--- src/rtl/msb_pkg.sv ---
`timescale 1ns / 1ps
// Shared types and constants for the multi-pattern byte scanner.
// Used by every module of the block; depends on nothing.
package msb_pkg;

	localparam int PAT_COUNT   = 4;
	localparam int SLOT_W      = $clog2(PAT_COUNT);
	localparam int PAT_BYTES   = 128;
	localparam int IDX_W       = $clog2(PAT_BYTES);
	localparam int LEN_W       = $clog2(PAT_BYTES + 1);
	localparam int OFF_W       = 32;
	localparam int OUT_OFF_W   = 32;
	localparam int GROUP_SIZE  = 16;
	localparam int GROUP_COUNT = PAT_BYTES / GROUP_SIZE;
	localparam int FIFO_DEPTH  = 4;
	localparam int FIFO_PTR_W  = $clog2(FIFO_DEPTH);
	localparam int FIFO_CNT_W  = $clog2(FIFO_DEPTH + 1);
	localparam int ADDR_W      = 4;
	localparam int IN_DATA_W   = 24;
	localparam int OUT_DATA_W  = 40;

	localparam logic CMD_LOAD = 1'b0;
	localparam logic CMD_SCAN = 1'b1;

	typedef logic [7:0] byte_t;
	typedef logic [PAT_COUNT-1:0][7:0] pat_bytes_t;
	typedef logic [PAT_COUNT-1:0][LEN_W-1:0] len_set_t;
	typedef logic [PAT_COUNT-1:0][OFF_W-1:0] off_set_t;

	// Control broadcast to every cell of the chain.
	typedef struct packed {
		logic                 scan;
		logic [PAT_COUNT-1:0] rot;
		logic                 load;
		logic [SLOT_W-1:0]    load_slot;
		logic [IDX_W-1:0]     load_cell;
		byte_t                load_data;
		len_set_t             len;
	} cell_ctrl_t;

	// Per-beat information that travels alongside the compare bits.
	typedef struct packed {
		logic                 valid;
		logic                 last;
		logic [PAT_COUNT-1:0] en;
		off_set_t             off;
	} stage_info_t;

	typedef struct packed {
		logic                 found;
		logic [SLOT_W-1:0]    pattern;
		logic [OUT_OFF_W-1:0] offset;
	} result_t;

endpackage

--- src/rtl/msb_cell.sv ---
`timescale 1ns / 1ps
// One position of the scanning chain: a recent buffer byte, one stored byte per
// pattern and the registered compare bits. Depends on msb_pkg.
module msb_cell (
	input  logic                         clk,
	input  logic [msb_pkg::IDX_W-1:0]    cell_index,
	input  msb_pkg::cell_ctrl_t          ctrl,
	input  msb_pkg::byte_t               recent_in,
	output msb_pkg::byte_t               recent_out,
	input  msb_pkg::pat_bytes_t          pat_in,
	output msb_pkg::pat_bytes_t          pat_out,
	output logic [msb_pkg::PAT_COUNT-1:0] eq_out
);
	import msb_pkg::*;

	byte_t                recent_q;
	pat_bytes_t           pat_q;
	logic [PAT_COUNT-1:0] eq_s1;
	logic [PAT_COUNT-1:0] eq_next;

	// A position beyond a pattern's length never blocks its match.
	always_comb begin
		for (int k = 0; k < PAT_COUNT; k++) begin
			eq_next[k] = (recent_in == pat_q[k]) ||
				!({1'b0, cell_index} < ctrl.len[k]);
		end
	end

	always_ff @(posedge clk) begin
		if (ctrl.scan) begin
			recent_q <= recent_in;
			eq_s1    <= eq_next;
		end
		for (int k = 0; k < PAT_COUNT; k++) begin
			if (ctrl.rot[k]) begin
				pat_q[k] <= pat_in[k];
			end else if (ctrl.load && ctrl.load_slot == SLOT_W'(k) &&
					ctrl.load_cell == cell_index) begin
				pat_q[k] <= ctrl.load_data;
			end
		end
	end

	assign recent_out = recent_q;
	assign pat_out    = pat_q;
	assign eq_out     = eq_s1;

endmodule

--- config.mk ---
export PLATFORM = sky130hd
export DESIGN_NAME = msb_cell
export DESIGN_NICKNAME = d
export VERILOG_FILES = /design/src/rtl/msb_pkg.sv /design/src/rtl/msb_cell.sv
export SDC_FILE = /design/constraint.sdc
export NUM_CORES = 1
export LEC_CHECK = 0
export BUFFER_PORTS_ARGS = -buffer_cell sky130_fd_sc_hd__buf_2
export CORE_MARGIN = 1.5
export CORE_UTILIZATION = 41
export CTS_CLUSTER_SIZE = 25
export DETAILED_ROUTE_END_ITERATION = 10
export PLACE_DENSITY_LB_ADDON = 0.05
export SETUP_SLACK_MARGIN = 0.02
export SYNTH_ARGS = -nofsm -noshare
export SYNTH_HDL_FRONTEND = slang
export SYNTH_SLANG_ARGS = --single-unit
--- constraint.sdc ---
create_clock -name clk -period 1.5 [get_ports clk]
set_clock_uncertainty 0.2 [all_clocks]
set_input_delay 0 -clock clk [delete_from_list [all_inputs] [get_ports clk]]
set_output_delay 0 -clock clk [all_outputs]
set_load 0.01 [all_outputs]
==> results of run 1 <==
flip-flops by register name, summed over array words and instances, names as in the netlist:
register,cells
pat_out,32
recent_out,8
eq_out,4
metal layers:
layer / up-vias / wire length [µm] / track usage
li1: 1279 / - / -
met2: 94 / 4220 / 0.399
met1: 1133 / 3690 / 0.283
met4: 0 / 64 / 0.0557
met5: - / 0 / 0
met3: 6 / 456 / 0.0385
logic make-up (layout without fill, tap and decap cells):
kind of cell    Yosys count  count (layout)  synth area share
compound gates           32              32            0.0789
xor+xnor                 39              39             0.121
fa+ha+maj                24              24             0.106
buf+inv                  28             258            0.0390
flops                    44              44             0.468
mux                      32              32             0.128
simple gates             22              22            0.0585
timing repair:
action	in CTS	in global routing
pin swaps	5	4
endpoints found under the setup margin	4	4
resized for setup	12	0
endpoints found under the hold margin	56	0
buffers inserted	3	3
hold buffers	53	0
cells in the final DEF (no fill, tap or decap), types with 2 or more instances in the layout:
cell and count:
nand2b_1 4, inv_1 24, a31o_2 2, a41o_1 2
clkbuf_8 5, edfxtp_1 44, nor4_2 5, ha_1 24
buf_4 27, o21ai_1 4, xor2_1 38, a21o_1 8
o21ai_0 4, a2bb2oi_2 4, bufinv_16 2, mux2_2 32
dlygate4sd3_1 53, nor4_1 4, a21oi_1 4, a211oi_1 4
buf_2 146, and4b_1 6
metrics by stage:
stage	util	area, µm²
after floorplan	-	2820
after global placement	0.567	3810
after detailed placement	0.567	3810
after CTS	0.676	4540
after global routing	0.679	4560
final	0.679	4560
path summary, 6_finish.rpt:
| path | from | end | slack (ps) | cells past startpoint |
|---|---|---|---|---|
| worst min register to register | pat_out[28] | eq_out[3] | 760 | 4 |
| worst max register to register | pat_out[21] | eq_out[2] | -140 | 5 |
| worst min-delay path | ctrl[50] | pat_out[0] | 40 | 2 |
| worst max-delay path | pat_out[21] | eq_out[2] | -140 | 5 |
final cells by class:
type	instances	area (µm²)	share of cell area
well taps	80	100	0.0219
clock inverters	2	60.1	0.0132
inverters	24	90.1	0.0197
clock buffers	5	68.8	0.0151
multi-input cells	149	1440	0.316
flip-flops and latches	44	1320	0.289
repair buffers	227	1480	0.325
synthesized netlist by cell type (all sizes together) (2+ instances only):
library cell	n
nor4	9
inv	24
nand2b	4
a31o	2
a2bb2oi	4
and4b	6
a41o	2
xor2	38
mux2	32
ha	24
edfxtp	44
a21o	8
buf	4
a21oi	4
a211oi	4
o21ai	8
power by group:
part | leakage (nW) | switching, mW | internal, mW | total, mW
Sequential | 0.433 | 0.0656 | 1.48 | 1.55
Combinational | 1.72 | 0.433 | 0.535 | 0.968
Clock | 0.0642 | 0.409 | 0.656 | 1.06
==> reports/qor.csv, run 1 <==
metric,value,unit
status,"finished, violations left",
violations,setup timing,
crit_type,flop to flop,
drive_above_1_share,0.497,
max_freq,611,MHz
syn_to_final_growth,61.8,%
drt_wl_total,8.44,mm
cap_violations,0,
crit_chain,"xor2_1, nor4_2, buf_4, a2bb2oi_2, o21ai_1",
tritoncts.num_buffers,5,
design.die.area,7390,µm²
synthTopCellsByArea,"edfxtp_1, mux2_2, xor2_1",
crit_arrival,1580,ps
required,1450,ps
start_util,0.420,
htreeDepth,2,
clk_pin_slew_worst_paths,90,ps
synth_top_area_frac,0.468,
die_w,86.0,µm
grt_max_degree,14,
cts_tree,built,
rows,30,
grt_pass1_vias,2575,
die_h,86.0,µm
stdcell_count,531,
critPathMaxFanout,2,
cts-root-buf,clkbuf_8,
drv_slew,0,
rsz0062_at_grt,true,
cp_slowest_cell,edfxtp_1,
path_buf_inv,1,
holdCritPathClass,input pin to flop,
dp_hpwl,6.10,mm
critPathMaxStageDelay,420,ps
firstDrtPassIters,4,
slew_headroom,0.725,
tightest_slew,409,ps
synth_ff_type,edfxtp_1,
start_kind,flop,
avgRoutedWirePerCell,15.9,µm
drt_iter0_markers,70,
pre_cts_ws,-348,ps
place.port_buffers,146,
grt.total_usage,0.224,
syn_avg_cell_area,12.8,µm²
whs,36.3,ps
drtAntennaViolNets,0,
synth-seq-cells,44,
io_pins,147,
setup_viol,4,
synth_top_area_cell,edfxtp_1,
fin_tns_setup,-222,ps
core,6720,µm²
gp_congestion,0.832,
antenna_cells,0,
final_hold_viol_count,0,
cp_top_family,flip-flops,
vias,2512,
syn_inst,221,
power,3.58,mW
syn_area,2820,µm²
cts_buffer_depth,2,
power_density,785,nW/µm²
dp.cells,465,
finalCritPeriodShare,1.09,
synth_cell_types,21,
vdd_ir_drop_max,0.000584,V
async_flop_share,0,
fin_nets,578,
endpoint_kind,flop,
ys_seq_area_frac,0.468,
synth_nets,348,
fin_ws,-136,ps
drcViolationCount,0,
clkLatencyLatePin,300,ps
vias_per_cell,4.73,
fillers,513,
synth_edf_count,44,
period_needed,1640,ps
yosys_warnings,0,
grt_overflow,0,
power_leakage,2.22,nW
cts_sinks,44,
antenna_found_initial,0,
grt_pass1_wl,12.6,mm
(Power assumes the default switching activity.)
==> run 2, diff against run 1 <==
Settings changed: CORE_UTILIZATION 41 to 49.
Clock period 1.5 ns to 2 ns, I/O delays scaled along.
==> run 2 against run 1 <==
Against the previous run:
- the flow now finishes without violations
- die area fell by 16%
- worst hold slack better by 19 ps
- clock-buffer cell count is the same
- power fell by 28%
- flip-flop and latch count unchanged
- largest power group unchanged
==> reports/qor.csv, run 2 (synthesis results as in run 1) <==
metric,value,unit
status,completed,
die_w,78.9,µm
die_h,78.9,µm
grt_pass1_wl,13.6,mm
tritoncts.num_buffers,5,
pre_cts_ws,213,ps
antenna_found_initial,0,
vdd_ir_drop_max,0.000588,V
clkLatencyLatePin,300,ps
crit_chain,"dlygate4sd3_1, buf_2, mux2_2, dlygate4sd3_1",
fin_nets,575,
max_freq,601,MHz
drv_slew,0,
fin_ws,337,ps
whs,55.4,ps
power_density,568,nW/µm²
place.port_buffers,146,
htreeDepth,2,
holdCritPathClass,input pin to flop,
io_pins,147,
grt.total_usage,0.296,
cts_buffer_depth,2,
cp_common_cell,dlygate4sd3_1,
post_cts_resized,0,
layout_commonest_cell,buf_2,
endpoint_kind,flop,
core,5540,µm²
cts_sinks,44,
cts_tree,built,
final_hold_viol_count,0,
rrSetupSlack,350,ps
antenna_cells,0,
drive_above_1_share,0.421,
final_area,4510,µm²
finalCritPeriodShare,0.832,
grt_max_degree,15,
avgRoutedWirePerCell,17.6,µm
crit_type,input pin to flop,
crit_path_start,pat_in[11],
required,1840,ps
cap_violations,0,
clk_pin_slew_worst_paths,90,ps
place_area,3630,µm²
gp_congestion,0.893,
drcViolationCount,0,
slew_headroom,0.663,
cp_slowest_cell,dlygate4sd3_1,
r2r-end,eq_out[1],
crit_arrival,1500,ps
cts-root-buf,clkbuf_8,
largest_reg_flops,32,
grt_overflow,0,
period_needed,1660,ps
rows,27,
power_leakage,2.17,nW
syn_to_final_growth,59.9,%
ff2ff_path_depth,4,
rsz0062_at_grt,false,
critPathMaxStageDelay,590,ps
final_cell_mix,"buf_2, dlygate4sd3_1, edfxtp_1",
vias,2680,
r2r_start,pat_out[9],
worstSetupEndpoint,pat_out[11],
drtAntennaViolNets,0,
drt_iter0_markers,94,
firstDrtPassIters,4,
drt_wl_total,9.15,mm
start_util,0.509,
tightest_slew,501,ps
grt_pass1_vias,2738,
critPathMaxFanout,1,
dp_hpwl,6.04,mm
fin_tns_setup,0,ps
vias_per_cell,5.14,
start_kind,input pin,
final_util,0.814,
design.die.area,6220,µm²
setup_viol,0,
run 2: per-stage QoR:
step | total power [mW] | cells
6_report | 2.56 | 521
3_5_place_dp | 1.74 | 436
4_1_cts | 2.55 | 521
2_1_floorplan | 1.46 | 221
3_3_place_gp | 1.73 | 436
5_1_grt | 2.67 | 521
run 2: worst min path at each step:
stage                      start             to  slack (ps)  cells past startpoint
global placement    recent_in[0]  recent_out[0]          80                      1
detailed placement  recent_in[1]  recent_out[1]          80                      1
global route            ctrl[27]      eq_out[3]          80                      5
finish                   ctrl[3]      eq_out[0]          60                      5
floorplan           recent_in[0]  recent_out[0]        -100                      0
CTS                     ctrl[27]      eq_out[3]          50                      5
run 2: where the power goes:
part | total [mW] | switching (mW) | internal, mW
Combinational | 0.716 | 0.323 | 0.393
Clock | 0.680 | 0.310 | 0.370
Sequential | 1.17 | 0.0543 | 1.11
run 2: timing repair:
item                                   4_1_cts  5_1_grt
endpoints found under the hold margin       56        0
setup buffers                                0        0
hold buffers                                77        0
run 2: final cells by class:
class / count / area, µm²
Timing Repair Buffer: 224 / 1510
Tap cell: 72 / 90.1
Inverter: 24 / 90.1
Clock buffer: 5 / 68.8
Clock inverter: 3 / 42.5
Sequential cell: 44 / 1320
Fill cell: 333 / 1030
Multi-Input combinational cell: 149 / 1390
run 2: critical path, delay by kind of cell:
kind                   cells  cell delay [ps]
buffers and inverters      3             1260
muxes                      1              250
run 2: metal layers:
layer / vias up / part of all wire / track usage
li1: 1269 / - / -
met2: 124 / 0.52 / 0.554
met1: 1266 / 0.39 / 0.334
met4: 0 / 0.028 / 0.102
met3: 21 / 0.063 / 0.0586
met5: - / 0 / 0
