$ cat src/rtl/msb_pkg.sv
`timescale 1ns / 1ps
// Shared types and constants for the multi-pattern byte scanner.
// Used by every module of the block; depends on nothing.
package msb_pkg;

	localparam int PAT_COUNT   = 4;
	localparam int SLOT_W      = $clog2(PAT_COUNT);
	localparam int PAT_BYTES   = 128;
	localparam int IDX_W       = $clog2(PAT_BYTES);
	localparam int LEN_W       = $clog2(PAT_BYTES + 1);
	localparam int OFF_W       = 32;
	localparam int OUT_OFF_W   = 32;
	localparam int GROUP_SIZE  = 16;
	localparam int GROUP_COUNT = PAT_BYTES / GROUP_SIZE;
	localparam int FIFO_DEPTH  = 4;
	localparam int FIFO_PTR_W  = $clog2(FIFO_DEPTH);
	localparam int FIFO_CNT_W  = $clog2(FIFO_DEPTH + 1);
	localparam int ADDR_W      = 4;
	localparam int IN_DATA_W   = 24;
	localparam int OUT_DATA_W  = 40;

	localparam logic CMD_LOAD = 1'b0;
	localparam logic CMD_SCAN = 1'b1;

	typedef logic [7:0] byte_t;
	typedef logic [PAT_COUNT-1:0][7:0] pat_bytes_t;
	typedef logic [PAT_COUNT-1:0][LEN_W-1:0] len_set_t;
	typedef logic [PAT_COUNT-1:0][OFF_W-1:0] off_set_t;

	// Control broadcast to every cell of the chain.
	typedef struct packed {
		logic                 scan;
		logic [PAT_COUNT-1:0] rot;
		logic                 load;
		logic [SLOT_W-1:0]    load_slot;
		logic [IDX_W-1:0]     load_cell;
		byte_t                load_data;
		len_set_t             len;
	} cell_ctrl_t;

	// Per-beat information that travels alongside the compare bits.
	typedef struct packed {
		logic                 valid;
		logic                 last;
		logic [PAT_COUNT-1:0] en;
		off_set_t             off;
	} stage_info_t;

	typedef struct packed {
		logic                 found;
		logic [SLOT_W-1:0]    pattern;
		logic [OUT_OFF_W-1:0] offset;
	} result_t;

endpackage

$ cat src/rtl/msb_hit_tracker.sv
`timescale 1ns / 1ps
// Reduces the chain's compare bits in two steps, the first of them registered, keeps
// the first hit of each pattern and forms the buffer result. Depends on msb_pkg.
module msb_hit_tracker (
	input  logic                        clk,
	input  logic                        arst_n,
	input  msb_pkg::stage_info_t        info_in,
	input  logic [msb_pkg::PAT_COUNT-1:0][msb_pkg::PAT_BYTES-1:0] eq_bits,
	output logic                        last_pending,
	output logic                        push,
	output msb_pkg::result_t            result
);
	import msb_pkg::*;

	logic [PAT_COUNT-1:0][GROUP_COUNT-1:0] grp_s2;
	stage_info_t                           info_s2;
	logic [PAT_COUNT-1:0]                  hit_q;
	off_set_t                              off_q;
	logic [PAT_COUNT-1:0]                  full;
	logic [PAT_COUNT-1:0]                  hit_all;
	off_set_t                              off_sel;

	always_ff @(posedge clk or negedge arst_n) begin
		if (!arst_n) begin
			info_s2 <= '0;
		end else begin
			info_s2.valid <= info_in.valid;
			info_s2.last  <= info_in.valid && info_in.last;
			info_s2.en    <= info_in.en;
			info_s2.off   <= info_in.off;
		end
	end

	always_ff @(posedge clk) begin
		for (int k = 0; k < PAT_COUNT; k++) begin
			for (int g = 0; g < GROUP_COUNT; g++) begin
				grp_s2[k][g] <= &eq_bits[k][g*GROUP_SIZE +: GROUP_SIZE];
			end
		end
	end

	always_comb begin
		for (int k = 0; k < PAT_COUNT; k++) begin
			full[k]    = info_s2.en[k] && (&grp_s2[k]);
			hit_all[k] = hit_q[k] || full[k];
			off_sel[k] = hit_q[k] ? off_q[k] : info_s2.off[k];
		end
		result = '0;
		for (int k = PAT_COUNT - 1; k >= 0; k--) begin
			if (hit_all[k]) begin
				result.found   = 1'b1;
				result.pattern = SLOT_W'(k);
				result.offset  = OUT_OFF_W'(off_sel[k]);
			end
		end
	end

	always_ff @(posedge clk or negedge arst_n) begin
		if (!arst_n) begin
			hit_q <= '0;
		end else if (info_s2.valid) begin
			if (info_s2.last) begin
				hit_q <= '0;
			end else begin
				hit_q <= hit_all;
			end
		end
	end

	always_ff @(posedge clk) begin
		for (int k = 0; k < PAT_COUNT; k++) begin
			if (info_s2.valid && !hit_q[k]) begin
				off_q[k] <= info_s2.off[k];
			end
		end
	end

	assign push         = info_s2.valid && info_s2.last;
	assign last_pending = info_s2.last;

endmodule

$ cat config.mk
export PLATFORM = sky130hd
export DESIGN_NAME = msb_hit_tracker
export DESIGN_NICKNAME = d
export VERILOG_FILES = /design/src/rtl/msb_pkg.sv /design/src/rtl/msb_hit_tracker.sv
export SDC_FILE = /design/constraint.sdc
export NUM_CORES = 1
export LEC_CHECK = 0
export ABC_CLOCK_PERIOD_IN_PS = 3800
export BUFFER_PORTS_ARGS = -buffer_cell sky130_fd_sc_hd__buf_2
export CELL_PAD_IN_SITES_DETAIL_PLACEMENT = 0
export CELL_PAD_IN_SITES_GLOBAL_PLACEMENT = 1
export CORE_AREA = 2 2 268 270
export DETAILED_ROUTE_END_ITERATION = 10
export DIE_AREA = 0 0 270 272
export PLACE_DENSITY = 0.41
export SETUP_SLACK_MARGIN = 0.4
export SYNTH_ARGS = -nofsm -noshare
export SYNTH_HDL_FRONTEND = slang
export SYNTH_SLANG_ARGS = --single-unit
$ cat constraint.sdc
create_clock -name clk -period 3.8 [get_ports clk]
set_input_delay 0.95 -clock clk [delete_from_list [all_inputs] [get_ports clk]]
set_output_delay 0.95 -clock clk [all_outputs]
set_load 0.02 [all_outputs]
==> out/summary.txt, run 1 <==
Worst Setup Start Kind: flip-flop
Iteration-0 DRC Markers: 428
start of the worst register-to-register path: hit_q[1]$_DFFE_PN0P_
Die H: 272 um
endpoints failing setup: 0
top post-synthesis cells by area: edfxtp_1 (34%), dfrtp_1 (30%), nand4_1 (7.2%), mux2_2 (6.4%), dfxtp_1 (5.7%)
drt pass-1 iters: 4
Slew @ Worst Pin: 1.30 ns
Die W: 270 um
Max Used Layer: met5
initial antenna violation count: 21
Synth area leader: edfxtp_1
CTS sink cnt: 298
routed wl met2: 30200 um
synthesized area: 11300 um^2
vias in the first global route: 11000
Top-Level Pins: 685
Mapped Avg Cell Area: 15.0 um^2
final net count: 2129
Period minus WS final: 3.31 ns
critical path required time: 2.85 ns
Worst Path Arrival: 2.36 ns
Max Slew Vio Count: 0
Synth warnings: 0
FMAX: 0.302 GHz
clock share of power: 47.6%
core area: 70800 um^2
# H-tree levels: 2
power density over the cells: 446 nW/um^2
dpl ws: 0.536 ns
R2R Setup Slk: 1.57 ns
TritonCTS clock tree: done
global placement routability congestion: 0.952
worst reg-to-reg path cell count: 3
Reg power frac: 45.7%
total gr overflow: 0
Hold Crit Class: in2async
final core utilization: 25.2%
Sw Ratio: 23.0%
CTS root buf: clkbuf_16
Seq cells post-synth: 298
Setup CP Type: reg2out
first-pass GRT wire length: 79700 um
DRC viols: 0
Setup WS post-layout: 0.489 ns
syn nets: 1402
R2R Path End: off_q[53]$_DFFE_PP_
Vias: 10000
async set-or-reset flop fraction in the synthesized netlist: 46.3%
worst-case headroom to the max-slew limit: 13.5%
maximum fanout along the worst path: 9
TritonCTS Buffers: 38
share of the synthesized area in the top cell type: 33.9%
Die ar.: 73400 um^2
Comb power frac: 6.7%
worst skew pair latency: 0.58 ns
Post-Syn Instances: 754
area grow syn2layout: 57.3%
routed wl met3: 3660 um
Worst-path clk slew: 0.06 ns
mean routed wirelength per cell: 23.6 um
period utilization: 87.1%
crit end category: primary output
Setup Skew: 0.0368 ns
final wirelength: 58100 um
Setup Total Neg Slack: 0 ns
routed metal-1 wirelength: 22400 um
Post-synth EDFFs: 128
RSZ-0062 raised after global routing: true
Initial Utilization: 16.0%
GRT Util Overall: 15.2%
row count: 98
ys flop type: dfrtp_1
mean number of vias per cell: 4.07
share of cells above drive strength 1: 58.6%
Cell variety after synth: 34
VDD IR max: 0.248 mV
P_leak: 7.55 nW
Max-Cap Viols: 0
Fill cells: 7606
status: completed
sequential share of the synthesized area: 70.1%
Clock Tree Buf Depth: 3
port bufs: 684
Psw: 1.82 mW
internal power: 6.12 mW
pin count of the biggest net entering global routing: 75
Detail Placement HPWL: 43700 um
antenna viol nets, final: 0
Final Hold Vio Count: 0
[cells in the mapped netlist, drive strengths merged (2+ instances only)]
master,count
nor3,2
nor2b,4
nand2,4
dfrtp,138
dfxtp,32
clkbuf,14
nand4,130
edfxtp,128
nor4,33
and4,2
and3,2
mux2i,32
buf,21
o22ai,32
a21oi,33
nand3,2
a221o,32
mux2,64
o21ai,35
nor2,6
a41oi,3
[critical path, stage by stage (launching register included)]
cell and delay (ns):
dfrtp_4 0.50, nor4_4 0.29, buf_6 0.20, buf_12 0.14, a221o_1 0.16, a21oi_2 0.04, o22ai_1 0.25, buf_4 0.20
[layer usage]
layer,GRT usage [%],vias to the layer above
met5,0,-
met4,4.31,24
met3,4.12,107
met2,28.0,440
met1,16.9,4921
li1,-,4546
[cell usage in the layout (no fill, tap or decap), types with 9 or more instances in the layout]
master and n:
edfxtp_1 128, a21oi_2 10, mux2_2 64, o22ai_1 24
clkbuf_16 41, a21oi_1 23, o21ai_0 32, dfxtp_1 31
buf_12 9, buf_2 658, dfrtp_1 134, buf_4 41
mux2i_1 32, nor4_1 32, nand4_1 130, a221o_1 32
[final cells by class]
type	count	area (um^2)	area share, %
timing repair buffer	721	3990	22.4
tap	950	1190	6.67
clock buffer	50	1100	6.16
inverter	1	3.75	0.0211
sequential	298	7950	44.6
clock inverter	20	250	1.40
multi-input combinational	421	3330	18.7
antenna	3	7.51	0.0421
[kinds of logic (layout without fill, tap and decap cells)]
logic type             count (synthesis)  count (layout)  synth area share [%]
other                                  0               3                     0
AOI/OAI and AO/OA                    137             138                  8.42
muxes                                 96              96                  9.19
and+or+nand+nor                      187             187                  10.4
DFF                                  298             298                  70.1
buffers and inverters                 36             792                  1.94
[how the worst max path moves through the flow]
stage / endpoint / slack, ns / start / cells after the start
6_report: result[28] / 0.49 / hit_q[2]$_DFFE_PN0P_ / 7
5_1_grt: result[22] / 0.36 / grp_s2[17]$_DFF_P_ / 8
4_1_cts: result[6] / 0.39 / grp_s2[18]$_DFF_P_ / 8
3_5_place_dp: result[31] / 0.54 / info_s2[129]$_DFF_PN0_ / 7
3_3_place_gp: result[31] / 0.54 / info_s2[129]$_DFF_PN0_ / 7
2_1_floorplan: off_q[0]$_DFFE_PP_ / 1.10 / hit_q[0]$_DFFE_PN0P_ / 3
[state kept, by name, summed over array words and instances, names as in the netlist]
| signal | cells |
|---|---|
| off_q | 128 |
| info_s2 | 133 |
| hit_q | 4 |
| grp_s2 | 32 |
| last_pending | 1 |
[power groups by stage]
stage	Combinational, mW	Clock [mW]	Sequential, mW
after floorplan	0.0868	0	3.66
after global placement	0.540	0	3.69
after detailed placement	0.540	0	3.69
after CTS	0.543	3.92	3.63
after global routing	0.581	4.05	3.65
final	0.530	3.78	3.63
[stage by stage]
step	area (um^2)	instances	hold WS (ns)	power [mW]
floorplan	11300	754	0.421	3.75
global placement	16000	2374	0.427	4.23
detailed placement	16000	2374	0.428	4.23
CTS	17700	2458	0.284	8.09
global route	17800	2462	0.293	8.28
finish	17800	2464	0.289	7.94
[repair_timing]
item,CTS,global route
setup buffers,12,1
endpoints found under the setup margin,33,28
resized for setup,45,19
endpoints found under the hold margin,0,0
pin swaps,8,11
hold buffers,0,0
cloned,2,2
No activity file was read; power rests on OpenSTA's default activity.
==> run 2, diff against run 1 <==
--- a/config.mk
+++ b/config.mk
@@ -13,6 +13,7 @@
 export DETAILED_ROUTE_END_ITERATION = 10
 export DIE_AREA = 0 0 270 272
 export PLACE_DENSITY = 0.41
+export REMOVE_ABC_BUFFERS = 1
 export SETUP_SLACK_MARGIN = 0.4
 export SYNTH_ARGS = -nofsm -noshare
 export SYNTH_HDL_FRONTEND = slang
==> out/summary.txt, run 2 (synthesis gave the netlist of run 1 again) <==
CP max stage delay: 0.33 ns
antenna viol nets, final: 0
mean routed wirelength per cell: 23.3 um
CP cell instances: nand4_1, nor4_4, buf_12, a221o_1, a21oi_1, o22ai_1, buf_2
P_leak: 7.37 nW
Worst Hold Launch: info_s2[73]$_DFF_PN0_
internal power: 6.06 mW
TritonCTS Buffers: 38
Critical-path top delay cell: nor4_4
Slew @ Worst Pin: 1.09 ns
Clock Tree Buf Depth: 3
critical path required time: 2.85 ns
R2R Setup Slk: 1.55 ns
hold buffer count at CTS: 0
core area: 70800 um^2
max reg flops: 133
period utilization: 87.8%
final wirelength: 57500 um
area grow syn2layout: 53.7%
maximum fanout along the worst path: 32
worst-case headroom to the max-slew limit: 26.9%
Hold Crit Class: reg2reg
status: completed
share of cells above drive strength 1: 56.8%
Worst-path clk slew: 0.06 ns
VDD IR max: 0.285 mV
Final Hold Vio Count: 0
CTS sink cnt: 298
most frequent cells in the layout: buf_2 (683), dfrtp_1 (134), nand4_1 (130), edfxtp_1 (128), mux2_2 (64)
CTS root buf: clkbuf_16
CP startpoint: grp_s2[19]$_DFF_P_
port bufs: 684
initial antenna violation count: 48
Worst Path Arrival: 2.39 ns
Psw: 1.74 mW
Die W: 270 um
pin count of the biggest net entering global routing: 78
drt pass-1 iters: 4
most common cell after layout, fill and taps aside: buf_2
Period minus WS final: 3.34 ns
crit end category: primary output
Die ar.: 73400 um^2
Setup Total Neg Slack: 0 ns
Comb power frac: 6.7%
total gr overflow: 0
power density over the cells: 448 nW/um^2
Max-Cap Viols: 0
GRT Util Overall: 15.0%
global placement routability congestion: 0.924
Detail Placement HPWL: 45100 um
Sw Ratio: 22.3%
start of the worst register-to-register path: hit_q[0]$_DFFE_PN0P_
Die H: 272 um
Iteration-0 DRC Markers: 413
Vias: 9882
Max Slew Vio Count: 0
mean number of vias per cell: 4.01
Reg power frac: 46.6%
FMAX: 0.300 GHz
vias in the first global route: 10700
DRC viols: 0
first-pass GRT wire length: 79200 um
worst skew pair latency: 0.56 ns
endpoints failing setup: 0
row count: 98
leading registers by flop count: info_s2 (133), off_q (128), grp_s2 (32)
Setup Skew: 0.0300 ns
Setup CP Type: reg2out
final net count: 2114
RSZ-0062 raised after global routing: true
TritonCTS clock tree: done
Initial Utilization: 16.0%
power consumption: 7.79 mW
Top reg by flops: info_s2
# H-tree levels: 2
Worst Setup Start Kind: flip-flop
clock share of power: 46.7%
Top-Level Pins: 685
-- run 2: repair_timing --
| action | in CTS | in global routing |
|---|---|---|
| setup buffers | 0 | 2 |
| pin swaps | 1 | 2 |
| setup endpoints to repair | 32 | 26 |
| gates resized for setup | 13 | 8 |
| cloned | 0 | 1 |
-- run 2: worst max-delay path, delay by kind of cell (launching register included) --
kind	cells	cell delay, ns
compound gates	3	0.48
flops	1	0.31
buf+inv	2	0.46
simple gates	2	0.55
-- run 2: power by group through the flow --
stage	logic (mW)	registers [mW]	clock network, mW
2_1_floorplan	0.0868	3.66	0
3_3_place_gp	0.533	3.69	0
3_5_place_dp	0.534	3.69	0
4_1_cts	0.537	3.63	3.80
5_1_grt	0.577	3.65	3.93
6_report	0.522	3.63	3.64
-- run 2: routing by layer --
layer  GRT usage (%)  wire [um]  vias up
met5               0        361        -
met4            4.59       1710       54
met3            6.48       5660      131
met2            24.4      26700      390
met1            17.9      23000     4750
li1                -          -     4557
-- run 2: worst paths after layout --
path	to	cells past startpoint
worst max-delay path	result[9]	7
worst min-delay path	off_q[73]$_DFFE_PP_	0
worst max register to register	off_q[20]$_DFFE_PP_	3
worst min register to register	off_q[73]$_DFFE_PP_	0
max in group asynchronous	hit_q[0]$_DFFE_PN0P_	2
min in group asynchronous	info_s2[36]$_DFF_PN0_	1
-- run 2: final cells by class --
cell class | instances | area [um^2]
well taps | 950 | 1190
fillers | 7615 | 53300
inverters | 1 | 3.75
diodes | 20 | 50.0
clock buffers | 59 | 1100
clock inverters | 11 | 154
flip-flops and latches | 298 | 7940
repair buffers | 706 | 3700
multi-input cells | 421 | 3260
-- run 2: per-stage QoR --
step                setup slack [ns]  utilization (%)  instance area, um^2  hold WS (ns)  std cells
floorplan                      -1.30                -                11100         0.421        719
global placement               0.823             22.6                16000         0.427       2373
detailed placement             0.789             22.6                16000         0.429       2373
CTS                            0.409             24.4                17300         0.436       2443
global route                   0.329             24.5                17400         0.451       2451
finish                         0.464             24.6                17400         0.438       2466
==> run 3, diff against run 2 <==
--- a/config.mk
+++ b/config.mk
@@ -5,6 +5,7 @@
 export SDC_FILE = /design/constraint.sdc
 export NUM_CORES = 1
 export LEC_CHECK = 0
+export ABC_AREA = 0
 export ABC_CLOCK_PERIOD_IN_PS = 3800
 export BUFFER_PORTS_ARGS = -buffer_cell sky130_fd_sc_hd__buf_2
 export CELL_PAD_IN_SITES_DETAIL_PLACEMENT = 0
@@ -12,7 +13,8 @@
 export CORE_AREA = 2 2 268 270
 export DETAILED_ROUTE_END_ITERATION = 10
 export DIE_AREA = 0 0 270 272
-export PLACE_DENSITY = 0.41
+export PLACE_DENSITY_LB_ADDON = 0.1
+export RECOVER_POWER = 100
 export REMOVE_ABC_BUFFERS = 1
 export SETUP_SLACK_MARGIN = 0.4
 export SYNTH_ARGS = -nofsm -noshare
==> out/summary.txt, run 3 (synthesis gave the netlist of run 1 again) <==
Fill cells: 7653
hold buffer count at CTS: 0
core area: 70800 um^2
leading registers by flop count: info_s2 (133), off_q (128), grp_s2 (32)
FMAX: 0.289 GHz
Die H: 272 um
Period minus WS final: 3.47 ns
DRC viols: 0
Setup CP Type: reg2out
Clock Tree Buf Depth: 3
crit path to: result[29]
R2R Path End: off_q[62]$_DFFE_PP_
CP cell instances: and4_4, a41o_1, buf_4, a221o_1, a21oi_2, o22ai_1, clkbuf_1
RSZ-0062 raised after global routing: true
CTS root buf: clkbuf_16
Worst Setup Start Kind: flip-flop
Register Area: 7950 um^2
final instance area: 17600 um^2
Top reg by flops: info_s2
dpl ws: 0.657 ns
Worst Path Arrival: 2.52 ns
drt pass-1 iters: 5
start of the worst register-to-register path: hit_q[1]$_DFFE_PN0P_
pin count of the biggest net entering global routing: 63
Final Hold Vio Count: 0
GRT Util Overall: 15.1%
R2R Setup Slk: 0.60 ns
Detail Placement HPWL: 45700 um
VDD IR max: 0.285 mV
critical path required time: 2.85 ns
TritonCTS Buffers: 40
TritonCTS clock tree: done
maximum fanout along the worst path: 5
port bufs: 684
initial antenna violation count: 32
period utilization: 91.2%
Initial Utilization: 16.0%
final net count: 2138
CTS sink cnt: 298
power density over the cells: 452 nW/um^2
Setup Total Neg Slack: 0 ns
final std cells w/o fill: 2487
Die W: 270 um
status: complete, but fails checks
Top-Level Pins: 685
worst-case headroom to the max-slew limit: -30.7%
worst skew pair latency: 0.57 ns
Hold Crit Class: reg2reg
# H-tree levels: 2
Worst-path clk slew: 0.05 ns
endpoints failing setup: 0
total gr overflow: 0
multi-input logic area: 3250 um^2
Vias: 9953
vias in the first global route: 10800
antenna viol nets, final: 0
most frequent cells in the layout: buf_2 (617), dfrtp_1 (134), nand4_1 (130), edfxtp_1 (128), clkbuf_1 (65)
Max-Cap Viols: 5
DP Cell Count: 2382
P_leak: 7.33 nW
area grow syn2layout: 55.2%
Max Slew Vio Count: 143
placed cell area: 16000 um^2
final wirelength: 57300 um
most common cell after layout, fill and taps aside: buf_2
row count: 98
first-pass GRT wire length: 79600 um
crit end category: primary output
share of cells above drive strength 1: 54.5%
max reg flops: 133
CP startpoint: info_s2[129]$_DFF_PN0_
Die ar.: 73400 um^2
mean number of vias per cell: 4.00
Setup Skew: 0.0271 ns
CP max stage delay: 0.43 ns
Setup WS post-layout: 0.334 ns
Critical-path top delay cell: a41o_1
Slew @ Worst Pin: 1.95 ns
Iteration-0 DRC Markers: 454
mean routed wirelength per cell: 23.0 um
global placement routability congestion: 0.970
worst reg-to-reg path cell count: 3
failing checks: capacitance limit, slew limit
[run 3: cell types whose count changed in the layout (fill, tap and decap cells not counted), moves of 6 or more]
cell      delta
buf_2       -66
o22ai_2      +7
buf_6       +11
buf_4       +20
clkinv_2     +6
clkbuf_1    +50
o22ai_1      -7
clkbuf_2     +6
[run 3: layer usage]
metal	vias up	routed length [um]	track usage, %
met5	-	157	0
met3	99	4000	4.65
met4	26	1930	5.54
met2	392	26800	24.3
met1	4860	24400	19.0
li1	4576	-	-
[run 3: area by class of cell]
type | count | share of cell area, %
sequential | 298 | 45.2
timing repair buffer | 729 | 21.6
inverter | 1 | 0.0214
antenna | 15 | 0.214
clock inverter | 15 | 0.811
multi-input combinational | 420 | 18.5
clock buffer | 59 | 6.86
tap | 950 | 6.76
[run 3: what timing repair did]
action / in CTS / in global routing
setup endpoints to repair: 32 / 31
pin swaps: 4 / 4
gates resized for setup: 25 / 54
setup buffers: 16 / 0
[run 3: worst max-delay path: cells and delay by family (launching register included)]
family	cells	cell delay (ns)
buffers and inverters	2	0.61
AO/OA/AOI/OAI	4	0.75
flip-flops	1	0.32
AND/OR/NAND/NOR	1	0.27
[run 3: where the power goes]
| part | switching (mW) | leakage, nW | internal, mW | total [mW] |
|---|---|---|---|---|
| clock | 1.53 | 0.657 | 2.28 | 3.81 |
| combinational | 0.231 | 3.55 | 0.277 | 0.508 |
| sequential | 0.0731 | 3.12 | 3.56 | 3.63 |
[run 3: through the flow]
step	power, mW	hold slack (ns)	util [%]
after global placement	4.22	0.429	22.6
after floorplan	3.75	0.421	-
after CTS	8.15	0.412	24.9
after detailed placement	4.22	0.432	22.6
final	7.95	0.432	24.8
after global routing	8.32	0.443	24.8
[run 3: how the worst min path moves through the flow]
stage / cells past startpoint / endpoint / startpoint
after detailed placement: 0 / off_q[100]$_DFFE_PP_ / info_s2[100]$_DFF_PN0_
final: 0 / off_q[101]$_DFFE_PP_ / info_s2[101]$_DFF_PN0_
after global placement: 0 / off_q[97]$_DFFE_PP_ / info_s2[97]$_DFF_PN0_
after global routing: 1 / info_s2[120]$_DFF_PN0_ / info_in[120]
after CTS: 1 / info_s2[42]$_DFF_PN0_ / arst_n
after floorplan: 0 / off_q[100]$_DFFE_PP_ / info_s2[100]$_DFF_PN0_
