==> src/rtl/msb_pkg.sv <==
`timescale 1ns / 1ps
// Shared types and constants for the multi-pattern byte scanner.
// Used by every module of the block; depends on nothing.
package msb_pkg;

	localparam int PAT_COUNT   = 4;
	localparam int SLOT_W      = $clog2(PAT_COUNT);
	localparam int PAT_BYTES   = 128;
	localparam int IDX_W       = $clog2(PAT_BYTES);
	localparam int LEN_W       = $clog2(PAT_BYTES + 1);
	localparam int OFF_W       = 32;
	localparam int OUT_OFF_W   = 32;
	localparam int GROUP_SIZE  = 16;
	localparam int GROUP_COUNT = PAT_BYTES / GROUP_SIZE;
	localparam int FIFO_DEPTH  = 4;
	localparam int FIFO_PTR_W  = $clog2(FIFO_DEPTH);
	localparam int FIFO_CNT_W  = $clog2(FIFO_DEPTH + 1);
	localparam int ADDR_W      = 4;
	localparam int IN_DATA_W   = 24;
	localparam int OUT_DATA_W  = 40;

	localparam logic CMD_LOAD = 1'b0;
	localparam logic CMD_SCAN = 1'b1;

	typedef logic [7:0] byte_t;
	typedef logic [PAT_COUNT-1:0][7:0] pat_bytes_t;
	typedef logic [PAT_COUNT-1:0][LEN_W-1:0] len_set_t;
	typedef logic [PAT_COUNT-1:0][OFF_W-1:0] off_set_t;

	// Control broadcast to every cell of the chain.
	typedef struct packed {
		logic                 scan;
		logic [PAT_COUNT-1:0] rot;
		logic                 load;
		logic [SLOT_W-1:0]    load_slot;
		logic [IDX_W-1:0]     load_cell;
		byte_t                load_data;
		len_set_t             len;
	} cell_ctrl_t;

	// Per-beat information that travels alongside the compare bits.
	typedef struct packed {
		logic                 valid;
		logic                 last;
		logic [PAT_COUNT-1:0] en;
		off_set_t             off;
	} stage_info_t;

	typedef struct packed {
		logic                 found;
		logic [SLOT_W-1:0]    pattern;
		logic [OUT_OFF_W-1:0] offset;
	} result_t;

endpackage

==> src/rtl/msb_result_fifo.sv <==
`timescale 1ns / 1ps
// Small queue that holds finished results until the receiver takes them.
// Depends on msb_pkg.
module msb_result_fifo (
	input  logic                             clk,
	input  logic                             arst_n,
	input  logic                             push,
	input  msb_pkg::result_t                 push_data,
	input  logic                             pop,
	output logic                             not_empty,
	output msb_pkg::result_t                 head,
	output logic [msb_pkg::FIFO_CNT_W-1:0]   count
);
	import msb_pkg::*;

	result_t               mem [FIFO_DEPTH];
	logic [FIFO_PTR_W-1:0] wr_ptr_q;
	logic [FIFO_PTR_W-1:0] rd_ptr_q;
	logic [FIFO_CNT_W-1:0] count_q;
	logic                  do_pop;

	assign do_pop = pop && (count_q != '0);

	always_ff @(posedge clk) begin
		if (push) begin
			mem[wr_ptr_q] <= push_data;
		end
	end

	always_ff @(posedge clk or negedge arst_n) begin
		if (!arst_n) begin
			wr_ptr_q <= '0;
			rd_ptr_q <= '0;
			count_q  <= '0;
		end else begin
			if (push) begin
				wr_ptr_q <= wr_ptr_q + FIFO_PTR_W'(1);
			end
			if (do_pop) begin
				rd_ptr_q <= rd_ptr_q + FIFO_PTR_W'(1);
			end
			case ({push, do_pop})
				2'b10:   count_q <= count_q + FIFO_CNT_W'(1);
				2'b01:   count_q <= count_q - FIFO_CNT_W'(1);
				default: count_q <= count_q;
			endcase
		end
	end

	assign not_empty = (count_q != '0);
	assign head      = mem[rd_ptr_q];
	assign count     = count_q;

endmodule

==> config.mk <==
export PLATFORM = sky130hd
export DESIGN_NAME = msb_result_fifo
export DESIGN_NICKNAME = d
export VERILOG_FILES = /design/src/rtl/msb_pkg.sv /design/src/rtl/msb_result_fifo.sv
export SDC_FILE = /design/constraint.sdc
export NUM_CORES = 1
export LEC_CHECK = 0
export BUFFER_PORTS_ARGS = -buffer_cell sky130_fd_sc_hd__buf_2
export CAP_MARGIN = 20
export CORE_UTILIZATION = 33
export CTS_CLUSTER_SIZE = 30
export DETAILED_ROUTE_END_ITERATION = 7
export GPL_TIMING_DRIVEN = 0
export HOLD_SLACK_MARGIN = 0.1
export PLACE_DENSITY = 0.61
export SLEW_MARGIN = 20
export SYNTH_ARGS = -nofsm -noshare
export SYNTH_HDL_FRONTEND = slang
export SYNTH_SLANG_ARGS = --single-unit
==> constraint.sdc <==
create_clock -name clk -period 2.7 [get_ports clk]
set_clock_uncertainty 0.1 [all_clocks]
set_input_delay 0 -clock clk [delete_from_list [all_inputs] [get_ports clk]]
set_output_delay 0 -clock clk [all_outputs]
set_load 0.02 [all_outputs]
==> results.sh, run 1 <==
export IMPL_antenna_cells=0
export IMPL_die_h_um=131
export IMPL_powerDensity_nw_per_um2=1100
export IMPL_vias=2628
export IMPL_syn_to_final_growth_pct=31.1
export IMPL_finalSetupViolCount=0
export IMPL_drtIter0Drc=221
export IMPL_core_um2=16100
export IMPL_cts_clk_slew_worst_paths_ns=0.06
export IMPL_setup_worst_path_end_class="flop"
export IMPL_placementRows=46
export IMPL_setup_tns_ns=0
export IMPL_syn_inst=219
export IMPL_ys_flop_type="edfxtp_1"
export IMPL_antenna_found_initial=0
export IMPL_hold_path_end="mem[0][25]"
export IMPL_seq_area_um2=4380
export IMPL_multiInputGateArea_um2=1020
export IMPL_critPathLaunchType="flop"
export IMPL_dp_cells=516
export IMPL_gr_usage_met2_pct=22.0
export IMPL_critPathBufInv=1
export IMPL_drc=0
export IMPL_gr_usage_all_layers_pct=12.8
export IMPL_critPathKind="flop to flop"
export IMPL_p_clk_share_pct=28.9
export IMPL_regToRegSetupSlack_ns=0.71
export IMPL_crit_path_frequent_cell="xor2_1"
export IMPL_switching_power_mw=2.41
export IMPL_slowest_stage="dfrtp_1"
export IMPL_root_buffer="clkbuf_16"
export IMPL_whs_path_depth=2
export IMPL_cts_buffers=17
export IMPL_power_frac_comb_pct=31.9
export IMPL_critPathRequiredTime_ns=2.94
export IMPL_fin_ws_ns=0.707
export IMPL_synth_seq_cells=147
export IMPL_clk_latency_ns=0.41
export IMPL_grt_max_degree=25
export IMPL_min_path_type="input port to flop"
export IMPL_cts_resized_gates=0
export IMPL_cp_cell_sequence="o31a_1, ha_1, inv_1, fa_1, xor2_1, nor2_1, xor2_1"
export IMPL_fillers=1422
export IMPL_drv_slew=0
export IMPL_maxCapViolations=0
export IMPL_grt_setup_unrepaired="no"
export IMPL_final_area_um2=7220
export IMPL_ant_nets=0
export IMPL_hpwl_mm=6.14
export IMPL_post_dp_cell_area_um2=6260
export IMPL_cp_max_fo=5
export IMPL_r2r_end="count[2]"
export IMPL_cts_sinks=147
export IMPL_htree_levels=4
export IMPL_finalHoldViolations=0
export IMPL_syn_num_nets=264
export IMPL_overflow=0
export IMPL_postSynthAreaPerCell_um2=25.2
export IMPL_ys_types=19
export IMPL_share_seq_of_total_power_pct=39.2
export IMPL_grt_pass1_wl_mm=16.1
export IMPL_io_buffers=77
export IMPL_seq_area_frac_synth_pct=79.5
export IMPL_grt_use_met3_pct=3.43
export IMPL_synth_edf_count=140
export IMPL_switching_share_pct=30.3
export IMPL_start_util_pct=34.2
export IMPL_r2r_cells=7
export IMPL_fmax_mhz=502
export IMPL_fin_crit_sh_pct=73.8
export IMPL_busiest_layer="met2"
export IMPL_status="completed"
export IMPL_netlist_area_um2=5510
export IMPL_period_minus_slack_ns=1.99
export IMPL_critPathArrivalTime_ns=2.23
export IMPL_worstReg2RegStart="count[0]"
export IMPL_drt_first_pass_iters=4
export IMPL_finalNetCount=403
export IMPL_cts_tree="done"
export IMPL_ys_warnings_count=0
export IMPL_worstHoldStart="push_data[25]"
export IMPL_routed_wl_mm=10.1
export IMPL_post_drt_wl_per_cell_um=17.2
export IMPL_pre_cts_slack_ns=0.706
export IMPL_die_w_um=131
export IMPL_slew_headroom_pct=60.3
export IMPL_leakagePower_nw=2.58
export IMPL_internal_power_mw=5.54
export IMPL_gp_congestion=0.596
export IMPL_final_cells=586
export IMPL_grt_met1_usage_pct=14.9
export IMPL_cp_top_family="adder cells"
export IMPL_worst_pin_slew_ns=0.595
export IMPL_cts_buffer_depth=2
export IMPL_dieArea_um2=17200
export IMPL_io_pins=78
export IMPL_grt_pass1_vias=2972
export IMPL_drive_gt1_share_pct=40.0
export IMPL_viasPerCell=4.48
export IMPL_synthArstFlopShare_pct=4.76
export IMPL_vdd_ir_drop_max_uv=588
export IMPL_slowest_delay_ns=0.43
[what timing repair did]
action,in CTS,in global routing
hold buffers,39,0
buffers inserted,0,0
endpoints found under the hold margin,153,0
[final cells by class]
type	count	share of cell area, %
Tap cell	216	3.74
Timing Repair Buffer	120	12.0
Multi-Input combinational cell	58	14.1
Inverter	6	0.312
Buffer	8	1.26
Clock buffer	20	6.05
Sequential cell	147	60.6
Clock inverter	11	1.91
[cell usage in the layout, fill, tap and decap left out, types with 2 or more instances in the layout]
cell	instances
and2_2	4
buf_12	6
buf_2	81
bufinv_16	3
clkbuf_1	3
clkbuf_16	17
clkinv_2	4
clkinvlp_4	2
dfrtp_1	7
dlygate4sd3_1	39
edfxtp_1	140
ha_1	5
inv_1	6
mux4_1	7
mux4_2	28
nand2_1	2
xnor2_1	2
xor2_1	4
[synthesized netlist by cell type (2+ instances only)]
cell type,instances,area [µm²]
edfxtp_1,140,4200
mux4_2,28,631
dfrtp_1,7,175
mux4_1,7,184
inv_1,6,22.5
ha_1,5,62.6
and2_1,4,25.0
buf_2,4,20.0
xor2_1,4,35.0
buf_12,3,60.1
nand2_1,2,7.51
xnor2_1,2,17.5
[registers in the layout, summed over array words and instances, names as in the netlist]
signal and count:
wr_ptr_q 2, rd_ptr_q 2, count 3, mem 140
[routing by layer]
layer	part of all wire, %	vias up
li1	-	1200
met1	43	1345
met2	52	67
met3	3.9	16
met4	1.7	0
met5	0	-
[worst register-to-register path, stage by stage, from the launching register on]
cell and delay [ns]:
dfrtp_1 0.43, o31a_1 0.26, ha_1 0.22, inv_1 0.07, fa_1 0.38, xor2_1 0.16
nor2_1 0.15, xor2_1 0.16
[power by group through the flow]
stage	sequential, mW	combinational [mW]	clock (mW)
floorplan	3.16	1.71	0
global placement	3.16	2.46	0
detailed placement	3.16	2.57	0
CTS	3.11	2.62	2.36
global route	3.15	2.74	2.45
finish	3.11	2.53	2.30
[logic make-up after synthesis]
kind of cell | Yosys count | share of synthesized area (%)
AOI/OAI and AO/OA | 2 | 0.250
xor gates and xnor gates | 6 | 0.954
adders and majority gates | 6 | 1.50
buffers and inverters | 14 | 2.07
DFF | 147 | 79.5
muxes | 36 | 15.0
and+or+nand+nor | 8 | 0.772
[how the worst max path moves through the flow]
stage	start	endpoint	cells past startpoint
2_1_floorplan	wr_ptr_q[0]	mem[2][0]	3
3_3_place_gp	wr_ptr_q[0]	mem[2][18]	3
3_5_place_dp	count[0]	count[2]	7
4_1_cts	rd_ptr_q[1]	head[20]	4
5_1_grt	count[0]	count[2]	7
6_report	count[0]	count[2]	7
[metrics by stage]
step / utilization, % / power, mW / hold slack [ns]
3_5_place_dp: 38.8 / 5.73 / -0.253
5_1_grt: 44.8 / 8.34 / 0.222
4_1_cts: 44.8 / 8.09 / 0.210
6_report: 44.8 / 7.94 / 0.233
2_1_floorplan: - / 4.87 / -0.396
3_3_place_gp: 38.3 / 5.61 / -0.259
(Power assumes the default switching activity.)
==> run 2, diff against run 1 <==
- ABC_AREA: unset -> 1
- PLACE_DENSITY: 0.61 -> 0.62
- clock period: 2.7 -> 1.67 ns (I/O delays scaled with it)
==> results.sh, run 2 <==
export IMPL_dp_cells=765
export IMPL_finalHoldViolations=0
export IMPL_dieArea_um2=18800
export IMPL_powerDensity_nw_per_um2=1930
export IMPL_hpwl_mm=7.91
export IMPL_top_register="mem"
export IMPL_grt_max_degree=19
export IMPL_synthArstFlopShare_pct=4.76
export IMPL_worst_pin_slew_ns=0.395
export IMPL_violations="setup timing"
export IMPL_critPathKind="flop to primary output"
export IMPL_clk_latency_ns=0.42
export IMPL_placementRows=48
export IMPL_vdd_ir_drop_max_uv=1110
export IMPL_seq_area_frac_synth_pct=72.9
export IMPL_finalNetCount=685
export IMPL_post_drt_wl_per_cell_um=16.6
export IMPL_maxCapViolations=0
export IMPL_syn_num_nets=509
export IMPL_critPathLaunchType="flop"
export IMPL_syn_to_final_growth_pct=43.5
export IMPL_final_cells=877
export IMPL_fin_ws_ns=-0.189
export IMPL_hold_path_end="mem[2][0]"
export IMPL_die_h_um=137
export IMPL_min_path_type="input port to flop"
export IMPL_synth_most_common_cell="edfxtp_1"
export IMPL_antenna_found_initial=0
export IMPL_r2r_end="count[2]"
export IMPL_synth_seq_cells=147
export IMPL_period_minus_slack_ns=1.86
export IMPL_postSynthAreaPerCell_um2=13.0
export IMPL_cp_max_fo=10
export IMPL_slew_headroom_pct=73.6
export IMPL_gr_usage_all_layers_pct=16.7
export IMPL_setup_worst_path_end_class="primary output"
export IMPL_critPathRequiredTime_ns=1.57
export IMPL_fin_crit_sh_pct=111
export IMPL_antenna_cells=0
export IMPL_synth_area_leaders="edfxtp_1 70%, o211ai_1 8.5%, nand2_1 7.6%"
export IMPL_die_w_um=137
export IMPL_synth_edf_count=140
export IMPL_finalSetupViolCount=35
export IMPL_core_um2=17500
export IMPL_status="finished with violations"
export IMPL_synth_commonest_cells="140 x edfxtp_1, 122 x nand2_1, 68 x o211ai_1, 63 x inv_1, 21 x inv_2"
export IMPL_start_util_pct=34.3
export IMPL_whs_path_depth=2
export IMPL_grt_pass1_vias=4191
export IMPL_routed_wl_mm=14.6
export IMPL_leakagePower_nw=3.52
export IMPL_drtIter0Drc=229
export IMPL_htree_levels=4
export IMPL_overflow=0
export IMPL_io_buffers=76
export IMPL_ant_nets=0
export IMPL_r2r_cells=11
export IMPL_grt_setup_unrepaired="yes"
export IMPL_viasPerCell=4.62
export IMPL_cts_sinks=147
export IMPL_synth_top_cell_area_share_pct=70.0
export IMPL_fmax_mhz=538
export IMPL_critPathArrivalTime_ns=1.76
export IMPL_largest_reg_flops=140
export IMPL_root_buffer="clkbuf_16"
export IMPL_ys_warnings_count=0
export IMPL_layout_commonest_cell="edfxtp_1"
export IMPL_regToRegSetupSlack_ns=0.03
export IMPL_worstReg2RegStart="count[0]"
export IMPL_power_mw=16.6
export IMPL_ys_flop_type="edfxtp_1"
export IMPL_drc=0
export IMPL_drive_gt1_share_pct=34.0
export IMPL_final_cell_mix="140 x edfxtp_1, 109 x nand2_1, 68 x o211ai_1, 54 x inv_1, 49 x buf_2"
export IMPL_cts_buffer_depth=2
export IMPL_grt_pass1_wl_mm=22.4
export IMPL_io_pins=78
export IMPL_drv_slew=0
export IMPL_syn_inst=464
export IMPL_ys_types=20
export IMPL_cts_buffers=17
export IMPL_cts_tree="done"
export IMPL_drt_first_pass_iters=4
export IMPL_gp_congestion=0.734
export IMPL_synth_top_area_cell="edfxtp_1"
export IMPL_vias=4052
export IMPL_netlist_area_um2=6010
export IMPL_worstHoldStart="push_data[0]"
export IMPL_cts_clk_slew_worst_paths_ns=0.06
## run 2: changes by cell type in the layout (fill, tap and decap cells not counted), moves of 26 or more
cell      delta
buf_4       +26
buf_2       -32
o211ai_1    +68
buf_6       +33
inv_1       +48
nand2_1    +107
mux4_2      -28
## run 2: metrics by stage
stage | worst slack [ns] | hold slack, ns | utilization [%] | TNS, ns | cell area [µm²]
2_1_floorplan | -0.104 | -0.396 | - | -2.44 | 6060
3_3_place_gp | -0.496 | -0.260 | 38.3 | -64.56 | 6720
3_5_place_dp | -0.576 | -0.250 | 38.3 | -77.82 | 6720
4_1_cts | -0.202 | 0.214 | 48.0 | -4.95 | 8410
5_1_grt | -0.252 | 0.235 | 49.2 | -7.06 | 8620
6_report | -0.189 | 0.231 | 49.2 | -4.81 | 8620
## run 2: area by class of cell
type,instances,area [µm²]
fillers,1566,8920
flip-flops and latches,147,4380
repair buffers,154,1490
multi-input cells,207,1200
clock buffers,18,429
inverters,87,357
well taps,225,282
plain buffers,22,280
clock inverters,13,166
repair inverters,4,30.0
## run 2: worst max path at each step
| stage | from | to | slack, ns | cells after the start |
|---|---|---|---|---|
| after floorplan | count[0] | count[2] | -0.10 | 11 |
| after CTS | rd_ptr_q[0] | head[16] | -0.20 | 6 |
| after global placement | wr_ptr_q[0] | mem[2][11] | -0.50 | 4 |
| final | rd_ptr_q[0] | head[27] | -0.19 | 6 |
| after detailed placement | wr_ptr_q[0] | mem[0][11] | -0.58 | 4 |
| after global routing | rd_ptr_q[0] | head[3] | -0.25 | 6 |
## run 2: what timing repair did
item / in CTS / in global routing
buffers inserted: 23 / 7
hold endpoints to repair: 154 / 0
pin swaps: 16 / 24
gates cloned: 10 / 3
hold buffers: 39 / 0
resized for setup: 91 / 38
endpoints found under the setup margin: 177 / 72
## run 2: power breakdown
part	internal (mW)	total [mW]	switching [mW]
logic	3.56	7.73	4.17
clock network	2.46	3.84	1.38
registers	4.85	5.07	0.221
total	10.9	16.6	5.78
## run 2: logic make-up (layout without fill, tap and decap cells)
group / after synthesis / after routing / synth area share (%)
AOI/OAI and AO/OA: 72 / 72 / 9.08
and+or+nand+nor: 127 / 127 / 8.06
buffers and inverters: 110 / 298 / 8.33
DFF: 147 / 147 / 72.9
adders and majority gates: 6 / 6 / 1.37
xor gates and xnor gates: 2 / 2 / 0.292
## run 2: critical path, cell delays in order (launching register included)
cell	delay, ns
dfrtp_2	0.42
clkinv_4	0.11
buf_12	0.18
buf_12	0.15
o211ai_1	0.16
nand2_1	0.14
buf_6	0.16
## run 2: layer usage
layer  global-route usage [%]  share of wire (%)  vias to the layer above  routed length [µm]
li1                         -                  -                     1954                   -
met1                     19.5                 40                     1999                5870
met2                     29.6                 54                       82                7860
met3                     3.67                4.5                       17                 655
met4                     6.78                1.3                        0                 193
met5                        0                  0                        -                   0
==> run 3, diff against run 2 <==
- ABC_AREA: 1 -> unset
- PLACE_DENSITY: 0.62 -> 0.63
==> results.sh, run 3 (synthesized netlist as in run 1, its figures left out) <==
export IMPL_critPathLaunchType="flop"
export IMPL_regToRegSetupSlack_ns=-0.07
export IMPL_status="finished with violations"
export IMPL_setup_tns_ns=-6.44
export IMPL_routed_wl_mm=10.6
export IMPL_setup_worst_path_end_class="primary output"
export IMPL_overflow=0
export IMPL_grt_pass1_wl_mm=16.7
export IMPL_gr_usage_all_layers_pct=13.4
export IMPL_critPathKind="flop to primary output"
export IMPL_worst_pin_slew_ns=0.354
export IMPL_final_cells=598
export IMPL_layout_commonest_cell="edfxtp_1"
export IMPL_internal_power_mw=9.54
export IMPL_critPathRequiredTime_ns=1.57
export IMPL_finalHoldViolations=0
export IMPL_grt_setup_unrepaired="yes"
export IMPL_gp_congestion=0.641
export IMPL_antenna_cells=0
export IMPL_fin_ws_ns=-0.217
export IMPL_share_seq_of_total_power_pct=36.8
export IMPL_dieArea_um2=17200
export IMPL_fin_hold_ws_ns=0.223
export IMPL_grt_pass1_vias=2994
export IMPL_largest_reg_flops=140
export IMPL_htree_levels=4
export IMPL_switching_share_pct=29.9
export IMPL_start_util_pct=34.2
export IMPL_hpwl_mm=5.55
export IMPL_cp_max_fo=10
export IMPL_top_register="mem"
export IMPL_maxCapViolations=0
export IMPL_finalSetupViolCount=37
export IMPL_syn_to_final_growth_pct=34.7
export IMPL_io_buffers=77
export IMPL_cts_tree="done"
export IMPL_fin_crit_sh_pct=113
export IMPL_violations="setup timing"
export IMPL_core_um2=16100
export IMPL_drc=0
export IMPL_p_clk_share_pct=27.2
export IMPL_fillers=1393
export IMPL_grt_max_degree=36
export IMPL_ant_nets=0
export IMPL_clk_latency_ns=0.42
export IMPL_critPathArrivalTime_ns=1.79
export IMPL_io_pins=78
export IMPL_switching_power_mw=4.07
export IMPL_drv_slew=0
export IMPL_cts_sinks=147
export IMPL_leakagePower_nw=2.64
export IMPL_drive_gt1_share_pct=44.8
export IMPL_post_drt_wl_per_cell_um=17.8
export IMPL_viasPerCell=4.44
export IMPL_die_h_um=131
export IMPL_fmax_mhz=530
export IMPL_finalNetCount=414
export IMPL_dp_cells=512
export IMPL_cts_buffers=17
export IMPL_min_path_type="input port to flop"
export IMPL_power_frac_comb_pct=36.0
export IMPL_root_buffer="clkbuf_16"
export IMPL_die_w_um=131
export IMPL_powerDensity_nw_per_um2=1830
export IMPL_slew_headroom_pct=76.3
export IMPL_final_cell_mix="140 x edfxtp_1, 60 x buf_2, 39 x dlygate4sd3_1, 35 x mux4_2, 20 x buf_6"
export IMPL_period_minus_slack_ns=1.89
export IMPL_drtIter0Drc=177
export IMPL_vdd_ir_drop_max_uv=956
export IMPL_cts_clk_slew_worst_paths_ns=0.06
export IMPL_cts_buffer_depth=2
export IMPL_antenna_found_initial=0
export IMPL_placementRows=46
export IMPL_drt_first_pass_iters=4
export IMPL_vias=2656
[run 3: cell count changes in the layout (fill, tap and decap cells not counted), sizes merged, moves of 9 or more]
cell / delta
mux4: +35
nand2: -120
buf: -33
clkinvlp: -9
o211ai: -70
inv: -74
[run 3: power by group through the flow]
stage / Clock, mW / Combinational, mW / Sequential [mW]
floorplan: 0 / 2.78 / 5.10
global placement: 0 / 3.97 / 5.08
detailed placement: 0 / 4.00 / 5.13
CTS: 3.79 / 4.96 / 5.02
global route: 3.94 / 5.25 / 5.08
finish: 3.71 / 4.90 / 5.01
[run 3: path summary, 6_finish.rpt]
kind,cells after the start,start,endpoint
max,4,rd_ptr_q[0],head[11]
min in group asynchronous,3,arst_n,count[2]
min reg2reg,1,wr_ptr_q[0],wr_ptr_q[0]
max reg2reg,5,count[0],count[1]
max in group asynchronous,3,arst_n,count[0]
min,2,push_data[25],mem[3][25]
[run 3: worst max-delay path: stages, from the launching register on]
cell	delay (ns)
dfrtp_1	0.37
buf_12	0.15
buf_12	0.15
mux4_2	0.51
buf_2	0.17
[run 3: per-layer routing]
| metal | track usage, % | routed length [µm] |
|---|---|---|
| met1 | 16.8 | 4850 |
| met2 | 21.7 | 5250 |
| met3 | 4.36 | 423 |
| met4 | 5.29 | 121 |
| met5 | 0 | 0 |
[run 3: metrics by stage]
| step | setup slack, ns | total power, mW | util (%) | cell area [µm²] |
|---|---|---|---|---|
| after global routing | -0.297 | 14.3 | 46.0 | 7420 |
| final | -0.217 | 13.6 | 46.0 | 7420 |
| after CTS | -0.259 | 13.8 | 45.8 | 7370 |
| after global placement | -0.324 | 9.05 | 38.3 | 6180 |
| after detailed placement | -0.351 | 9.12 | 38.3 | 6180 |
| after floorplan | -0.0946 | 7.88 | - | 5520 |
[run 3: timing repair]
action	4_1_cts	5_1_grt
endpoints found under the setup margin	177	64
endpoints found under the hold margin	153	0
pin swaps	4	1
buffers inserted	7	3
resized for setup	57	2
hold buffers	39	0
gates cloned	4	1
[run 3: cell type report]
| type | count | area [µm²] | area share, % |
|---|---|---|---|
| buffer | 8 | 119 | 1.60 |
| clock buffer | 19 | 433 | 5.83 |
| clock inverter | 13 | 141 | 1.91 |
| inverter | 6 | 22.5 | 0.303 |
| multi-input combinational | 62 | 1040 | 14.0 |
| sequential | 147 | 4380 | 59.1 |
| tap | 216 | 270 | 3.64 |
| timing repair buffer | 127 | 1010 | 13.6 |
